$ cat config.mk
export PLATFORM = sky130hd
export DESIGN_NAME = sorted_priority_queue
export DESIGN_NICKNAME = d
export VERILOG_FILES = /design/src/sv/spq_pkg.sv /design/src/sv/sorted_priority_queue.sv /design/src/sv/spq_ctrl.sv /design/src/sv/spq_dp.sv
export VERILOG_INCLUDE_DIRS = /design/src /design/src/sv
export SDC_FILE = /design/constraint.sdc
export NUM_CORES = 2
export LEC_CHECK = 0
export BUFFER_PORTS_ARGS = -buffer_cell sky130_fd_sc_hd__buf_2
export CAP_MARGIN = 20
export CELL_PAD_IN_SITES_DETAIL_PLACEMENT = 0
export CELL_PAD_IN_SITES_GLOBAL_PLACEMENT = 2
export CORE_ASPECT_RATIO = 1.5
export CORE_MARGIN = 3
export CORE_UTILIZATION = 30
export CTS_BUF_LIST = sky130_fd_sc_hd__clkbuf_8 sky130_fd_sc_hd__clkbuf_16
export DETAILED_ROUTE_END_ITERATION = 10
export GPL_TIMING_DRIVEN = 0
export PLACE_DENSITY = 0.66
export SLEW_MARGIN = 20
export SYNTH_ARGS = -nofsm -noshare
export SYNTH_HDL_FRONTEND = slang
export SYNTH_HIERARCHICAL = 1
export SYNTH_SLANG_ARGS = --single-unit
$ cat constraint.sdc
create_clock -name clk -period 18 [get_ports clk]
set_clock_uncertainty 0.1 [all_clocks]
set_input_delay 0.9 -clock clk [delete_from_list [all_inputs] [get_ports clk]]
set_output_delay 0.9 -clock clk [all_outputs]
set_load 0.02 [all_outputs]
$ cat src/sv/sorted_priority_queue_macros.svh
// ----------------------------------------------------------------------------
// Sorted priority queue assertion macros
// Shared concurrent assertion forms for the queue modules.
// ----------------------------------------------------------------------------
`ifndef SORTED_PRIORITY_QUEUE_MACROS_SVH
`define SORTED_PRIORITY_QUEUE_MACROS_SVH

// Same-cycle implication, disabled while reset is asserted.
`define SPQ_ASSERT_NOW(label, clk, rst_n, ante, cons) \
	label: assert property (@(posedge clk) disable iff (!rst_n) (ante) |-> (cons)) \
		else $error("%m: assertion failed");

// Next-cycle implication, disabled while reset is asserted.
`define SPQ_ASSERT_NEXT(label, clk, rst_n, ante, cons) \
	label: assert property (@(posedge clk) disable iff (!rst_n) (ante) |=> (cons)) \
		else $error("%m: assertion failed");

`endif

$ cat src/sv/spq_pkg.sv
// ----------------------------------------------------------------------------
// spq_pkg
// Types and constants shared by the sorted priority queue modules.
// ----------------------------------------------------------------------------
`timescale 1ns / 1ps

package spq_pkg;

	localparam int DEPTH  = 16;
	localparam int ITEM_W = 32;
	localparam int PRIO_W = 16;
	localparam int OCC_W  = $clog2(DEPTH + 1);

	typedef enum logic {
		OP_INSERT = 1'b0,
		OP_REMOVE = 1'b1
	} spq_op_t;

	typedef enum logic [1:0] {
		ST_DONE  = 2'd0,
		ST_EMPTY = 2'd1,
		ST_FULL  = 2'd2
	} spq_status_t;

	typedef struct packed {
		spq_op_t             opcode;
		logic [ITEM_W-1:0]   new_item;
		logic [PRIO_W-1:0]   new_priority;
	} spq_req_t;

	typedef struct packed {
		logic [ITEM_W-1:0]   out_item;
		logic [PRIO_W-1:0]   out_priority;
		spq_status_t         status;
		logic                now_empty;
		logic [OCC_W-1:0]    occupancy;
	} spq_rsp_t;

	typedef enum logic {
		S_IDLE = 1'b0,
		S_RESP = 1'b1
	} spq_state_t;

	typedef struct packed {
		logic execute;
	} spq_cmd_t;

endpackage

$ cat src/sv/sorted_priority_queue.sv
// Sorted priority queue, DEPTH entries of a 32-bit item and a 16-bit priority.
// Request channel (req_valid/req_ready/req): opcode insert or remove, item, priority.
// Response channel (rsp_valid/rsp_ready/rsp): one response per request, in order,
// with the removed head item and priority, status, empty flag and occupancy.
// Smallest priority leaves first; among equal priorities the newest leaves first.
// Insert on a full queue is dropped (status full); remove on empty reports empty.
// Latency: the response is valid the cycle after the request is accepted.
// The controller takes a new request only after the previous response has
// been taken, so a stalled receiver holds the response stable and keeps
// req_ready low.
// All entries compare against the new priority in parallel and shift together,
// so latency does not depend on DEPTH or occupancy.
// Reset (arst_n low) empties the queue; entry contents are not cleared and are
// never read beyond the occupancy count.
// ----------------------------------------------------------------------------
// sorted_priority_queue
// Top level: handshake controller plus sorted cell datapath.
// ----------------------------------------------------------------------------
`timescale 1ns / 1ps

module sorted_priority_queue
	import spq_pkg::*;
(
	input  logic     clk,
	input  logic     arst_n,
	input  logic     req_valid,
	output logic     req_ready,
	input  spq_req_t req,
	output logic     rsp_valid,
	input  logic     rsp_ready,
	output spq_rsp_t rsp
);

	spq_cmd_t cmd;   // execute pulses on the accept edge

	spq_ctrl u_ctrl (
		.clk       (clk),
		.arst_n    (arst_n),
		.req_valid (req_valid),
		.req_ready (req_ready),
		.rsp_valid (rsp_valid),
		.rsp_ready (rsp_ready),
		.cmd       (cmd)
	);

	// Datapath updates the entries and loads the response register on execute.
	spq_dp u_dp (
		.clk    (clk),
		.arst_n (arst_n),
		.cmd    (cmd),
		.req    (req),
		.rsp    (rsp)
	);

endmodule

$ cat src/sv/spq_ctrl.sv
// ----------------------------------------------------------------------------
// spq_ctrl
// Handshake controller: takes one request, holds its response until taken.
// ----------------------------------------------------------------------------
`timescale 1ns / 1ps

module spq_ctrl
	import spq_pkg::*;
(
	input  logic     clk,
	input  logic     arst_n,
	input  logic     req_valid,
	output logic     req_ready,
	output logic     rsp_valid,
	input  logic     rsp_ready,
	output spq_cmd_t cmd
);

	spq_state_t state_q;
	spq_state_t state_d;

	always_ff @(posedge clk or negedge arst_n) begin
		if (!arst_n) begin
			state_q <= S_IDLE;
		end else begin
			state_q <= state_d;
		end
	end

	always_comb begin
		state_d     = state_q;
		req_ready   = 1'b0;
		rsp_valid   = 1'b0;
		cmd.execute = 1'b0;
		unique case (state_q)
			S_IDLE: begin
				req_ready   = 1'b1;
				cmd.execute = req_valid;
				if (req_valid) begin
					state_d = S_RESP;
				end
			end
			S_RESP: begin
				rsp_valid = 1'b1;
				if (rsp_ready) begin
					state_d = S_IDLE;
				end
			end
			default: begin
				state_d = S_IDLE;
			end
		endcase
	end

endmodule

$ cat src/sv/spq_dp.sv
// ----------------------------------------------------------------------------
// spq_dp
// Row of sorted entry cells with per-cell compare, shift and response register.
// ----------------------------------------------------------------------------
`timescale 1ns / 1ps
`include "sorted_priority_queue_macros.svh"

module spq_dp
	import spq_pkg::*;
(
	input  logic     clk,
	input  logic     arst_n,
	input  spq_cmd_t cmd,
	input  spq_req_t req,
	output spq_rsp_t rsp
);

	localparam int CNT_W = $clog2(DEPTH + 1);

	logic [ITEM_W-1:0] items_q [DEPTH];
	logic [PRIO_W-1:0] prios_q [DEPTH];
	logic [CNT_W-1:0]  cnt_q;
	logic [CNT_W-1:0]  cnt_d;
	spq_rsp_t          rsp_q;

	logic [DEPTH-1:0]  ge;      // valid entry with priority >= new one
	logic              full;
	logic              empty;
	logic              ins;
	logic              rem;

	assign full  = (cnt_q == CNT_W'(DEPTH));
	assign empty = (cnt_q == '0);
	assign ins   = cmd.execute && (req.opcode == OP_INSERT) && !full;
	assign rem   = cmd.execute && (req.opcode == OP_REMOVE) && !empty;

	always_comb begin
		cnt_d = cnt_q;
		if (ins) begin
			cnt_d = cnt_q + 1'b1;
		end else if (rem) begin
			cnt_d = cnt_q - 1'b1;
		end
	end

	// Each cell looks at itself and its two neighbors only.
	for (genvar i = 0; i < DEPTH; i++) begin : g_cell
		logic shift_in;   // neighbor below moves up on insert
		logic at_end;

		assign ge[i]  = (CNT_W'(i) < cnt_q) && (req.new_priority <= prios_q[i]);
		assign at_end = (CNT_W'(i) == cnt_q);

		if (i == 0) begin : g_head
			assign shift_in = 1'b0;
		end else begin : g_body
			assign shift_in = ge[i-1];
		end

		always_ff @(posedge clk) begin
			if (ins) begin
				if (shift_in) begin
					items_q[i] <= items_q[(i == 0) ? 0 : i-1];
					prios_q[i] <= prios_q[(i == 0) ? 0 : i-1];
				end else if (ge[i] || at_end) begin
					items_q[i] <= req.new_item;
					prios_q[i] <= req.new_priority;
				end
			end else if (rem && (i < DEPTH - 1)) begin
				items_q[i] <= items_q[(i < DEPTH - 1) ? i+1 : i];
				prios_q[i] <= prios_q[(i < DEPTH - 1) ? i+1 : i];
			end
		end
	end

	always_ff @(posedge clk or negedge arst_n) begin
		if (!arst_n) begin
			cnt_q <= '0;
		end else begin
			cnt_q <= cnt_d;
		end
	end

	always_ff @(posedge clk) begin
		if (cmd.execute) begin
			rsp_q.out_item     <= rem ? items_q[0] : '0;
			rsp_q.out_priority <= rem ? prios_q[0] : '0;
			if (req.opcode == OP_INSERT) begin
				rsp_q.status <= full ? ST_FULL : ST_DONE;
			end else begin
				rsp_q.status <= empty ? ST_EMPTY : ST_DONE;
			end
			rsp_q.now_empty <= (cnt_d == '0);
			rsp_q.occupancy <= OCC_W'(cnt_d);
		end
	end

	assign rsp = rsp_q;

	`SPQ_ASSERT_NOW(a_cnt_bound, clk, arst_n, 1'b1, cnt_q <= CNT_W'(DEPTH))
	`SPQ_ASSERT_NOW(a_head_sorted, clk, arst_n, cnt_q >= CNT_W'(2), prios_q[0] <= prios_q[1])
	`SPQ_ASSERT_NEXT(a_ins_grows, clk, arst_n, ins, cnt_q == $past(cnt_q) + 1'b1)

endmodule
==> impl_metrics.csv <==
group,metric,value,unit
outcome,status,"finished clean",
yosys,async_flop_share,0.007229,
yosys,synthDistinctLibCells,76,
die,die_w,335.2,um
cts,numCtsBuffers,95,
yosys,ys.warnings.count,6,
die,rows,180,
placed_design,gp_congestion,0.9373,
setup_path,cp.required,18370,ps
setup_path,path_delay_family,"buffers and inverters",
cts,cts_repair_resize_count,0,
setup_path,path_max_fanout,13,
placed_design,port_buffers,110,
yosys,ys_ff_latch,830,
grt,track_usage,0.2996,
yosys,synth_top_flop_cell,"edfxtp_1",
sta,rsz0062_at_grt,"no",
pwr,fin_total_pwr,7.647,mW
pwr,p_seq_frac,0.383,
routing,drtAntennaViolNets,0,
sta,setup_viol,0,
routing,detail_route.wl_per_cell,35.39,um
cts,htree_levels,3,
grt,overflow,0,
setup_path,crit_buf_inv,9,
routing,via_count,44030,
setup_path,critPathCaptureType,"flip-flop",
routing,drc,0,
sta,drv_slew,0,
pwr,leakagePower,20.36,nW
pwr,combPwrFrac,0.363,
grt,grt_first_pass_wirelength,350.2,mm
grt,grt_max_degree,49,
cts,insertion_delay,740,ps
sta,post-route-period-util,0.3507,
job,maxCapViolCount,0,
routing,drt_wl_total,257.6,mm
sta,relSlewSlack,0.1081,
cells_and_area,fin_area,55710,um2
routing,drt_pass1_iterations,8,
cts,clk_pin_slew,70,ps
sta,hold_viol,0,
cells_and_area,layout_commonest_cell,"edfxtp_1",
setup_path,critPathMaxStageDelay,930,ps
yosys,synthesis.area,48770,um2
grt,antenna_found_initial,20,
setup_path,path_cells,"clkbuf_2, inv_1, ha_1, nand2_1, nand3_2, buf_2, buf_1, clkbuf_2, o31ai_4, buf_8, buf_6, buf_6, buf_6",
setup_path,timing.critical_path.mode_cell,"buf_6",
grt,grt_pass1_vias,44890,
placed_design,dpl.hpwl,200.4,mm
routing,drt_iter0_markers,4181,
yosys,syn_nets,5180,
pwr,irDropWorstVdd,69.66,uV
sta,max_freq,158.4,MHz
yosys,yosysSeqAreaShare,0.5105,
cells_and_area,syn2layout_area_growth,14.23,%
cts,cts_tree,"done",
sta,worst_pin_slew,1338,ps
cts,clockRootBuffer,"clkbuf_16",
pwr,p_clk_frac,0.254,
cts,cts.sinks,830,
worst_hold_path,hold_class,"in2reg",
die,io_pins,111,
setup_path,start_kind,"flip-flop",
pwr,powerDensity,137.3,nW/um2
pwr,power_switching,3.176,mW
yosys,synth_edf_count,824,
cells_and_area,final_nets,5419,
cells_and_area,layout_common_cells,"edfxtp_1, nand2_1, a21oi_1",
cells_and_area,drive_gt1_frac,0.09942,
setup_path,critical_path_class,"reg2reg",
pwr,p_sw_frac,0.4154,
setup_path,arrival,6680,ps
yosys,syn_area_per_cell,10.02,um2
sta,fin_setup_tns,0,ps
cts,cts_buffer_depth,3,
setup_path,crit_path_top_delay_cell,"clkbuf_2",
die,die_h,499.8,um
pwr,p_int,4.470,mW
sta,period_needed,6313,ps
placed_design,post_dp_cell_area,52750,um2
die,dieArea,167500,um2
yosys,syn_inst,4866,
routing,avgViaCountPerCell,6.048,
die,coreArea,161000,um2
die,start_util,0.3028,
cells_and_area,final.fill_count,16700,
## registers in the layout, indices dropped and copies added, names as in the netlist
| name | cells |
|---|---|
| u_ctrl/state_q | 1 |
| u_dp/cnt_q | 5 |
| u_dp/items_q | 512 |
| u_dp/prios_q | 256 |
| u_dp/rsp | 56 |
## cells in the mapped netlist, drive strengths merged (6+ instances only)
| cell | n | area, um2 |
|---|---|---|
| a31oi | 148 | 932.1 |
| ha | 261 | 3266 |
| clkbuf | 352 | 1324 |
| dfrtp | 6 | 150.1 |
| o311ai | 153 | 1340 |
| nor3 | 12 | 60.06 |
| a221o | 167 | 1672 |
| a21oi | 371 | 1857 |
| nand3 | 335 | 1682 |
| a21o | 25 | 187.7 |
| o21ai | 199 | 996.0 |
| o21a | 11 | 82.58 |
| a211oi | 6 | 45.04 |
| mux2 | 49 | 551.8 |
| nor4 | 11 | 68.82 |
| and3 | 6 | 37.54 |
| nand4 | 104 | 656.9 |
| a22oi | 48 | 360.4 |
| buf | 118 | 630.6 |
| o211ai | 164 | 1231 |
| nand2b | 39 | 244.0 |
| nor2 | 145 | 544.3 |
| edfxtp | 824 | 24740 |
| nand2 | 789 | 2962 |
| nor2b | 24 | 152.6 |
| o221a | 48 | 540.5 |
| and2 | 95 | 599.3 |
| o221ai | 31 | 271.5 |
| inv | 251 | 942.2 |
## metal layers
metal  track usage  vias to the layer above  part of all wire
met5             0                        -           0.00040
met4        0.2722                       18              0.11
met3       0.03734                      760             0.052
met2        0.5138                     2030              0.49
met1        0.3213                    22200              0.35
li1              -                    19020                 -
## cell families (layout without fill, tap and decap cells)
family | Yosys count | count (layout) | share of synthesized area
xor+xnor | 4 | 4 | 0.0007183
flops | 830 | 830 | 0.5105
compound gates | 1423 | 1423 | 0.2045
other cells | 0 | 7 | 0
simple gates | 1578 | 1578 | 0.1467
mux | 49 | 49 | 0.01131
fa+ha+maj | 261 | 261 | 0.06696
buf+inv | 721 | 1035 | 0.05940
## power groups by stage
| stage | combinational [mW] | sequential (mW) | clock [mW] |
|---|---|---|---|
| after floorplan | 1.55 | 2.85 | 0 |
| after global placement | 2.59 | 3.00 | 0 |
| after detailed placement | 2.69 | 2.96 | 0 |
| after CTS | 2.71 | 2.92 | 1.98 |
| after global routing | 2.94 | 2.94 | 2.04 |
| final | 2.78 | 2.93 | 1.94 |
## worst register-to-register path, delay by kind of cell, from the launching register on
kind / cells / cell delay (ps)
flip-flops: 1 / 400
buffers and inverters: 9 / 3890
AND/OR/NAND/NOR: 2 / 830
AO/OA/AOI/OAI: 1 / 390
adder cells (fa/ha/maj): 1 / 440
## what timing repair did
action / in CTS / in global routing
endpoints found under the setup margin: 0 / 0
endpoints found under the hold margin: 6 / 0
hold buffers: 1 / 0
buffers inserted: 0 / 0
## metrics by stage
| step | hold WS [ps] | utilization | worst slack [ps] | instances |
|---|---|---|---|---|
| floorplan | 410.5 | - | 10310 | 4866 |
| global placement | 426.3 | 0.3225 | 3989 | 7069 |
| detailed placement | 427.8 | 0.3276 | 11720 | 7100 |
| CTS | 199.8 | 0.3458 | 11830 | 7273 |
| global route | 234.1 | 0.3459 | 11670 | 7274 |
| finish | 248.4 | 0.3459 | 11690 | 7280 |
## final cells by class
type / instances / area [um2] / area share
multi-input combinational: 3315 / 21130 / 0.3794
inverter: 251 / 942.2 / 0.01691
buffer: 470 / 1993 / 0.03578
timing repair buffer: 142 / 1181 / 0.02120
tap: 2093 / 2619 / 0.04701
antenna: 7 / 17.52 / 0.0003144
clock inverter: 74 / 498.0 / 0.008939
clock buffer: 98 / 2430 / 0.04362
sequential: 830 / 24890 / 0.4469
## final timing paths
check	start	endpoint	slack, ps	depth (start not counted)
max reg2reg	u_dp/cnt_q[1]	u_dp/items_q[0][114]	11690	13
min reg2reg	u_dp/items_q[0][34]	u_dp/items_q[0][2]	410	2
max in group asynchronous	arst_n	u_dp/cnt_q[2]	17170	2
min in group asynchronous	arst_n	u_ctrl/state_q	440	2
min	rsp_ready	u_ctrl/state_q	250	2
max	u_dp/cnt_q[1]	u_dp/items_q[0][114]	11690	13
(Power assumes the default switching activity.)
